`src/sv/stpprof_pkg.sv`:
```
// shared types and constants for the trapezoid motion profile core
package stpprof_pkg;

    localparam int FRAC_BITS  = 16;
    localparam int VEL_W      = 18;
    localparam int VX_W       = 22;
    localparam int MS_W       = 17;
    localparam int ACC_W      = 9;
    localparam int IDLE_W     = 16;
    localparam int CFG_W      = 17;
    localparam int CFG_IDX_W  = 2;
    localparam int QUO_W      = 2 * VEL_W - 1;
    localparam int CNT_W      = $clog2(QUO_W + 1);
    localparam int DIVR_W     = ACC_W + 1;
    localparam int S_DATA_W   = 32;
    localparam int S_USER_W   = 2;
    localparam int M_DATA_W   = 88;

    localparam logic signed [VX_W-1:0] VEL_MAX = VX_W'(131071);
    localparam logic signed [VX_W-1:0] VEL_MIN = -VX_W'(131072);
    localparam logic [IDLE_W-1:0]      IDLE_MAX = '1;

    typedef enum logic [CFG_IDX_W-1:0] {
        CFG_SPEED_LIMIT = 2'd0,
        CFG_ACCEL       = 2'd1,
        CFG_SLEEP_DELAY = 2'd2,
        CFG_NONE        = 2'd3
    } t_cfg_idx;

    typedef enum logic [S_USER_W-1:0] {
        ACT_TICK   = 2'd0,
        ACT_SET    = 2'd1,
        ACT_MOVE   = 2'd2,
        ACT_FORGET = 2'd3
    } t_action;

    typedef enum logic [2:0] {
        ST_IDLE = 3'b001,
        ST_DIV  = 3'b010,
        ST_EXEC = 3'b100
    } t_state;

    function automatic logic signed [VEL_W-1:0] sat_vel(input logic signed [VX_W-1:0] v);
        logic signed [VX_W-1:0] r;
        begin
            r = v;
            if (v > VEL_MAX) r = VEL_MAX;
            if (v < VEL_MIN) r = VEL_MIN;
            return r[VEL_W-1:0];
        end
    endfunction

endpackage

```
`src/sv/stepper_trapezoid_motion_profile_core.sv`:
```
// trapezoidal velocity profile stepper controller with bit-serial decel threshold divider
// order: a tick goes from idle through the divider state to the update state, other
//   actions go straight to the update, which waits until the output register is free; no
//   new transaction is taken before that; the divider retires one quotient bit per cycle
// reset: synchronous active-low, back to asleep, position unknown, speed limit 1,
//   accel 1, sleep delay 1000
module stepper_trapezoid_motion_profile_core #(
    parameter int POS_WIDTH = 32
) (
    input  logic                                 i_clk,
    input  logic                                 i_rst_n,
    input  logic                                 i_cfg_valid,
    output logic                                 o_cfg_ready,
    input  logic [stpprof_pkg::CFG_IDX_W-1:0]    i_cfg_index,
    input  logic [stpprof_pkg::CFG_W-1:0]        i_cfg_data,
    input  logic                                 s_axis_tvalid,
    output logic                                 s_axis_tready,
    // position_value
    input  logic [stpprof_pkg::S_DATA_W-1:0]     s_axis_tdata,
    // action
    input  logic [stpprof_pkg::S_USER_W-1:0]     s_axis_tuser,
    output logic                                 m_axis_tvalid,
    input  logic                                 m_axis_tready,
    // step_pulse, step_forward, asleep, position_known, motor_pos_out[31:0],
    // target_out[31:0], velocity_out[17:0], zero pad[1:0]
    output logic [stpprof_pkg::M_DATA_W-1:0]     m_axis_tdata
);
    import stpprof_pkg::*;

    localparam int PW = POS_WIDTH;
    localparam int XW = (PW > 32) ? PW : 32;
    localparam int DW = PW + 1;
    localparam int CW = (DW > QUO_W) ? DW : QUO_W;
    localparam logic [PW-1:0]  ONE_P = PW'(64'd1 << FRAC_BITS);
    localparam logic [21:0]    ONE_C = 22'(64'd1 << FRAC_BITS);
    localparam logic [QUO_W-1:0] FRAC_MASK = ~QUO_W'((64'd1 << FRAC_BITS) - 64'd1);

    t_state                    r_state;
    t_action                   r_act;
    logic signed [PW-1:0]      r_pos;
    logic [MS_W-1:0]           r_max;
    logic [ACC_W-1:0]          r_accel;
    logic [IDLE_W-1:0]         r_delay;
    logic                      r_fwd, n_fwd;
    logic signed [VEL_W-1:0]   r_spd, n_spd;
    logic signed [PW-1:0]      r_prof, n_prof;
    logic signed [PW-1:0]      r_step, n_step;
    logic signed [PW-1:0]      r_goal, n_goal;
    logic [IDLE_W-1:0]         r_idle, n_idle;
    logic                      r_sleep, n_sleep;
    logic                      r_known, n_known;
    logic                      n_pulse;
    logic [QUO_W-1:0]          r_quo;
    logic [DIVR_W-1:0]         r_rem;
    logic [CNT_W-1:0]          r_cnt;
    logic                      r_mvalid;
    logic [M_DATA_W-1:0]       r_mdata;

    // input position and config clamps
    logic signed [XW-1:0]      in_ext;
    logic [21:0]               ms_raw;
    logic [MS_W-1:0]           ms_clamp;
    logic [ACC_W-1:0]          acc_clamp;

    always_comb begin
        in_ext    = XW'(signed'(s_axis_tdata));
        ms_raw    = 22'(i_cfg_data[MS_W-1:0]);
        ms_clamp  = i_cfg_data[MS_W-1:0];
        if (ms_raw == 22'd0) ms_clamp = MS_W'(1);
        if (ms_raw > ONE_C)  ms_clamp = MS_W'(ONE_C);
        acc_clamp = i_cfg_data[ACC_W-1:0];
        if (acc_clamp == '0)                  acc_clamp = ACC_W'(1);
        if (acc_clamp > ACC_W'(256))          acc_clamp = ACC_W'(256);
    end

    // divider step
    logic [DIVR_W-1:0]         divisor;
    logic [DIVR_W:0]           rem_sh;
    logic                      qbit;
    logic [DIVR_W-1:0]         rem_nx;
    logic signed [2*VEL_W-1:0] sq_s;
    logic [2*VEL_W-1:0]        sq_full;
    logic [QUO_W-1:0]          dividend;

    always_comb begin
        divisor  = {r_accel, 1'b0};
        rem_sh   = {r_rem, r_quo[QUO_W-1]};
        qbit     = rem_sh >= {1'b0, divisor};
        rem_nx   = qbit ? DIVR_W'(rem_sh - {1'b0, divisor}) : rem_sh[DIVR_W-1:0];
        sq_s     = (2*VEL_W)'(r_spd) * (2*VEL_W)'(r_spd);
        sq_full  = unsigned'(sq_s);
        dividend = sq_full[QUO_W-1:0] & FRAC_MASK;
    end

    // profile update
    logic signed [DW-1:0]    diff;
    logic [DW-1:0]           absd;
    logic                    near;
    logic                    skip;
    logic signed [VX_W-1:0]  spd_x, acc_x, top_x, v_x;
    logic signed [PW-1:0]    prof_nx;
    logic signed [XW-1:0]    step_o, goal_o;

    always_comb begin
        diff   = DW'(r_goal) - DW'(r_prof);
        absd   = diff[DW-1] ? DW'(-diff) : DW'(diff);
        near   = CW'(absd) <= CW'(r_quo);
        spd_x  = VX_W'(r_spd);
        acc_x  = signed'(VX_W'(r_accel));
        top_x  = signed'(VX_W'(r_max));
        v_x    = '0;
        prof_nx = '0;
        skip   = 1'b0;
        n_fwd   = r_fwd;
        n_spd   = r_spd;
        n_prof  = r_prof;
        n_step  = r_step;
        n_goal  = r_goal;
        n_idle  = r_idle;
        n_sleep = r_sleep;
        n_known = r_known;
        n_pulse = 1'b0;
        case (r_act)
            ACT_TICK: begin
                if (r_step != r_goal) begin
                    n_idle = '0;
                end else if (r_sleep) begin
                    skip = 1'b1;
                end else if (r_idle > r_delay) begin
                    n_sleep = 1'b1;
                    n_idle  = '0;
                    skip    = 1'b1;
                end else if (r_idle != IDLE_MAX) begin
                    n_idle = r_idle + 1'b1;
                end
                if (!skip) begin
                    if (r_fwd) begin
                        if (r_prof > r_goal || near) begin
                            n_spd = sat_vel(spd_x - acc_x);
                        end else if (r_prof < r_goal) begin
                            v_x   = spd_x + acc_x;
                            n_spd = sat_vel((v_x < top_x) ? v_x : top_x);
                        end
                        prof_nx = r_prof + PW'(n_spd);
                        if (r_step < prof_nx && r_step != r_goal) begin
                            n_step  = r_step + ONE_P;
                            n_pulse = 1'b1;
                        end
                        if (n_spd < 0) n_fwd = 1'b0;
                    end else begin
                        if (r_prof < r_goal || near) begin
                            n_spd = sat_vel(spd_x + acc_x);
                        end else if (r_prof > r_goal) begin
                            v_x   = spd_x - acc_x;
                            n_spd = sat_vel((v_x > -top_x) ? v_x : -top_x);
                        end
                        prof_nx = r_prof + PW'(n_spd);
                        if (r_step > prof_nx && r_step != r_goal) begin
                            n_step  = r_step - ONE_P;
                            n_pulse = 1'b1;
                        end
                        if (n_spd > 0) n_fwd = 1'b1;
                    end
                    n_prof = prof_nx;
                end
            end
            ACT_SET: begin
                n_step  = r_pos;
                n_prof  = r_pos;
                n_goal  = r_pos;
                n_known = 1'b1;
            end
            ACT_MOVE: begin
                if (r_pos != r_goal) begin
                    n_sleep = 1'b0;
                    n_idle  = '0;
                end
                n_goal = r_pos;
            end
            ACT_FORGET: begin
                n_known = 1'b0;
            end
            default: begin
                n_known = r_known;
            end
        endcase
        step_o = XW'(n_step);
        goal_o = XW'(n_goal);
    end

    logic out_free;
    assign out_free      = !r_mvalid || m_axis_tready;
    assign s_axis_tready = (r_state == ST_IDLE);
    assign o_cfg_ready   = 1'b1;
    assign m_axis_tvalid = r_mvalid;
    assign m_axis_tdata  = r_mdata;

    always_ff @(posedge i_clk) begin
        if (!i_rst_n) begin
            r_state  <= ST_IDLE;
            r_act    <= ACT_TICK;
            r_mvalid <= 1'b0;
            r_max    <= MS_W'(1);
            r_accel  <= ACC_W'(1);
            r_delay  <= IDLE_W'(1000);
            r_fwd    <= 1'b1;
            r_spd    <= '0;
            r_prof   <= '0;
            r_step   <= '0;
            r_goal   <= '0;
            r_idle   <= '0;
            r_sleep  <= 1'b1;
            r_known  <= 1'b0;
            r_cnt    <= '0;
        end else begin
            if (i_cfg_valid) begin
                case (t_cfg_idx'(i_cfg_index))
                    CFG_SPEED_LIMIT: r_max   <= ms_clamp;
                    CFG_ACCEL:       r_accel <= acc_clamp;
                    CFG_SLEEP_DELAY: r_delay <= i_cfg_data[IDLE_W-1:0];
                    default:         r_delay <= r_delay;
                endcase
            end
            if (r_mvalid && m_axis_tready && r_state != ST_EXEC) begin
                r_mvalid <= 1'b0;
            end
            case (r_state)
                ST_IDLE: begin
                    if (s_axis_tvalid) begin
                        r_act <= t_action'(s_axis_tuser);
                        r_pos <= in_ext[PW-1:0];
                        if (t_action'(s_axis_tuser) == ACT_TICK) begin
                            r_quo   <= dividend;
                            r_rem   <= '0;
                            r_cnt   <= CNT_W'(QUO_W);
                            r_state <= ST_DIV;
                        end else begin
                            r_state <= ST_EXEC;
                        end
                    end
                end
                ST_DIV: begin
                    r_rem <= rem_nx;
                    r_quo <= {r_quo[QUO_W-2:0], qbit};
                    r_cnt <= r_cnt - 1'b1;
                    if (r_cnt == CNT_W'(1)) begin
                        r_state <= ST_EXEC;
                    end
                end
                ST_EXEC: begin
                    if (out_free) begin
                        r_fwd    <= n_fwd;
                        r_spd    <= n_spd;
                        r_prof   <= n_prof;
                        r_step   <= n_step;
                        r_goal   <= n_goal;
                        r_idle   <= n_idle;
                        r_sleep  <= n_sleep;
                        r_known  <= n_known;
                        r_mvalid <= 1'b1;
                        r_mdata  <= {2'b00, n_spd, goal_o[31:0], step_o[31:0],
                                     n_known, n_sleep, n_fwd, n_pulse};
                        r_state  <= ST_IDLE;
                    end
                end
                default: begin
                    r_state <= ST_IDLE;
                end
            endcase
        end
    end

endmodule
```
`config.mk`:
```
export PLATFORM = sky130hd
export DESIGN_NAME = stepper_trapezoid_motion_profile_core
export DESIGN_NICKNAME = d
export VERILOG_FILES = /design/src/sv/stpprof_pkg.sv /design/src/sv/stepper_trapezoid_motion_profile_core.sv
export SDC_FILE = /design/constraint.sdc
export NUM_CORES = 2
export LEC_CHECK = 0
export BUFFER_PORTS_ARGS = -buffer_cell sky130_fd_sc_hd__buf_4
export CAP_MARGIN = 20
export CORE_UTILIZATION = 45
export CTS_BUF_LIST = sky130_fd_sc_hd__clkbuf_8
export DETAILED_ROUTE_END_ITERATION = 10
export PLACE_DENSITY = 0.72
export SYNTH_ARGS = -nofsm -noshare
export SYNTH_HDL_FRONTEND = slang
export SYNTH_SLANG_ARGS = --single-unit
```
`constraint.sdc`:
```
create_clock -name i_clk -period 36 [get_ports i_clk]
set_input_delay 3.6 -clock i_clk [delete_from_list [all_inputs] [get_ports i_clk]]
set_output_delay 3.6 -clock i_clk [all_outputs]
set_load 0.05 [all_outputs]
```
==> Flow_metrics.wiki <==
{| class="wikitable"
! Metric !! Value
|-
| Status || finished clean
|-
| Floorplan die height || around 300 µm
|-
| Most common flop cell mapped by yosys || dfxtp_1
|-
| Ys async rst share || 0
|-
| Remaining routing DRC violations || 0
|-
| Num rows || approximately 110
|-
| Count of unique library cells instantiated by Yosys || 99
|-
| Total detailed-routing wirelength || about 130 mm
|-
| RSZ-0062 raised after global routing || false
|-
| Placer's final routability congestion estimate || 1.02
|-
| Number of nets at the end of the flow || 5323
|-
| Via count of the first global-routing pass || roughly 33000
|-
| Placed standard-cell area || roughly 41000 µm²
|-
| Leakage dissipation || around 20 nW
|-
| Overflow left after global routing || 0
|-
| Share of final-layout standard cells stronger than drive strength 1 || 0.0887
|-
| Antenna violations before repair || 3
|-
| Layout Area Growth over Synthesis || 9.83%
|-
| Setup TNS Final || 0 ps
|-
| Clock tree from TritonCTS || built
|-
| Design Power || between 0.003 and 0.004 W
|-
| Hold Path Class || flop to flop
|-
| Hold WS || ~460 ps
|-
| Count of antenna-violating nets left after detailed routing || 0
|-
| Estimated wirelength of the detail-placed design || approximately 100 mm
|-
| Largest net degree at the start of global routing || 72
|-
| Final instance area || about 42000 µm²
|-
| Combined area of all synthesized cells || 38700 µm²
|-
| Routed via count divided by cell count || around 5.8
|-
| Count of flip-flops with a built-in enable after synthesis || ~160
|-
| Setup bufs post-CTS || 0
|-
| Number of warning messages in the yosys log || 0
|-
| Data arrival time of the worst path || roughly 15000 ps
|-
| Type of the worst setup path || flop to flop
|-
| Number of maximum-capacitance violations || 0
|-
| Measured slew at the worst slew-check pin || ~1200 ps
|-
| Crit path largest cell delay || just under 800 ps
|-
| Clock latency of the later-clocked register in the worst-skew pair || slightly above 700 ps
|-
| Total clock buffers created by CTS || 67
|-
| Clk slew on worst S/H paths || 60 ps
|-
| Worst Setup Start Kind || flop
|-
| Period utilisation layout || 0.406
|-
| Maximum fanout count along the critical path || 24
|-
| Number of hold buffers added after cts || 0
|-
| Clk sinks || 350
|-
| Total power density per cell area || around 78 nW/µm²
|-
| Critical-path cell with the highest stage delay || a31oi_1
|-
| Post-synthesis sequential area ratio || 0.223
|-
| Overall fraction of global-route tracks in use || 0.287
|-
| Post-synthesis area per instance || around 8.6 µm²
|-
| Number of resized instances in the post-cts repair step || 0
|-
| Number of H-tree levels || 3
|-
| Placeable core region || approximately 85000 µm²
|-
| Normalized max-slew margin || 0.194
|-
| Count of endpoints failing setup in the final report || 0
|-
| Root Buffer Master || clkbuf_8
|-
| Max Fclk || about 68 MHz
|-
| Period minus WS final || between 10000 and 15000 ps
|-
| Total via count in the routed design || approximately 34000
|-
| Worst Clk Skew || 55.3 ps
|-
| DIE WIDTH || roughly 300 µm
|-
| Synthesis-stage register bit count || 350
|-
| Total of buffers placed on input and output ports || approximately 150
|-
| Wire length of the first global-routing pass || approximately 190 mm
|-
| DR WL/cell || about 22 µm
|-
| Worst vdd ir || around 0.051 mV
|-
| Starting utilization of the core area || 0.454
|-
| Number of filler instances in the final layout || just over 8000
|-
| Detailed-routing iteration count for the pre-antenna-repair pass || 6
|-
| Finished Core Util || 0.499
|-
| Worst setup EP type || flop
|-
| Maximum root-to-sink buffer count || 3
|-
| Worst Path Required || 36610 ps
|-
| Number of cells produced by synthesis || between 4000 and 5000
|-
| Final-report max-slew violation count || 0
|-
| I/O pins || approximately 150
|-
| Number of design-rule violations left by the first detailed-router iteration || around 3300
|-
| Total count of hold-check failures in the final report || 0
|-
| Die Area || 87100 µm²
|}
-- final cells by class --
type                       instances  area [µm²]  share of cell area
sequential                       350        8640               0.203
timing repair buffer             201        1540              0.0363
clock inverter                    52         529              0.0125
multi-input combinational       3399       27200               0.640
clock buffer                      72         991              0.0233
inverter                         571        2150              0.0505
antenna                            2        5.00            0.000118
tap                             1144        1430              0.0337
-- cells by family (layout without fill, tap and decap cells) --
logic type,after synthesis,after routing,share of synthesized area
other cells,2,5,0.000194
mux,98,98,0.0269
flops,350,350,0.223
fa+ha+maj,708,708,0.285
simple gates,1310,1310,0.160
xor+xnor,278,278,0.0635
compound gates,1002,1002,0.167
buf+inv,763,896,0.0749
-- metal layers --
| metal | vias to the layer above | track usage | wire [µm] |
|---|---|---|---|
| met4 | 0 | 0.128 | 5970 |
| met5 | - | 0 | 0 |
| met1 | 16200 | 0.385 | 52700 |
| met2 | 1394 | 0.452 | 56400 |
| met3 | 298 | 0.0495 | 10100 |
| li1 | 15700 | - | - |
-- flip-flops by register name (all words and copies together) (netlist names), 10 cells and up --
name and flops:
m_axis_tdata 86, r_delay 16, r_goal 32, r_idle 16
r_max 17, r_pos 32, r_prof 32, r_quo 35
r_rem 10, r_spd 18, r_step 32
-- per-stage QoR --
step | std cells | setup slack (ps)
CTS | 5786 | 21670
global route | 5790 | 20340
detailed placement | 5662 | 21750
finish | 5791 | 21370
global placement | 5661 | 21940
floorplan | 4512 | 24330
-- cell usage in the layout, fill, tap and decap left out, drive strengths merged, types with 34 or more instances in the layout --
master  instances
inv           589
nand2         457
ha            378
nor2          334
a21oi         308
fa            297
o21ai         214
buf           201
dfxtp         187
edfxtp        163
xnor2         158
xor2          119
a21o           93
nand3          89
nor3           73
clkbuf         72
nand4          58
and2           53
mux2i          51
o211ai         48
mux2           47
nand2b         45
o21a           43
nor4           42
a211oi         41
or3            34
-- path summary, 6_finish.rpt --
kind / startpoint / endpoint / slack, ps / depth (start not counted)
worst max-delay path: r_prof[4] / r_step[25] / 21370 / 48
worst min-delay path: r_delay[11] / r_delay[11] / 460 / 2
worst max register to register: r_prof[4] / r_step[25] / 21370 / 48
worst min register to register: r_delay[11] / r_delay[11] / 460 / 2
-- cells in the mapped netlist (93+ instances only) --
cell,number,area share
xnor2_1,157,0.036
nand2_1,457,0.044
inv_1,559,0.054
edfxtp_1,163,0.13
a21o_1,93,0.018
ha_1,378,0.12
a21oi_1,307,0.040
nor2_1,334,0.032
fa_1,297,0.15
dfxtp_1,187,0.097
xor2_1,119,0.027
clkbuf_1,165,0.016
o21ai_0,211,0.027
-- critical path: cells and delay by family, from the launching register on --
kind | cells | cell delay (ps)
buffers and inverters | 1 | 80
AND/OR/NAND/NOR | 16 | 4270
AO/OA/AOI/OAI | 24 | 7840
adder cells (fa/ha/maj) | 5 | 1510
XOR/XNOR | 2 | 360
flip-flops | 1 | 440
-- power breakdown --
group	total, W	switching, W	internal, W	leakage [nW]
Clock	0.000456	0.000200	0.000256	0.854
Combinational	0.00236	0.00152	0.000844	16.3
Sequential	0.000481	0.0000297	0.000451	3.03
Total	0.00330	0.00175	0.00155	20.1
Note: power is estimated with default switching activity, not from simulation.
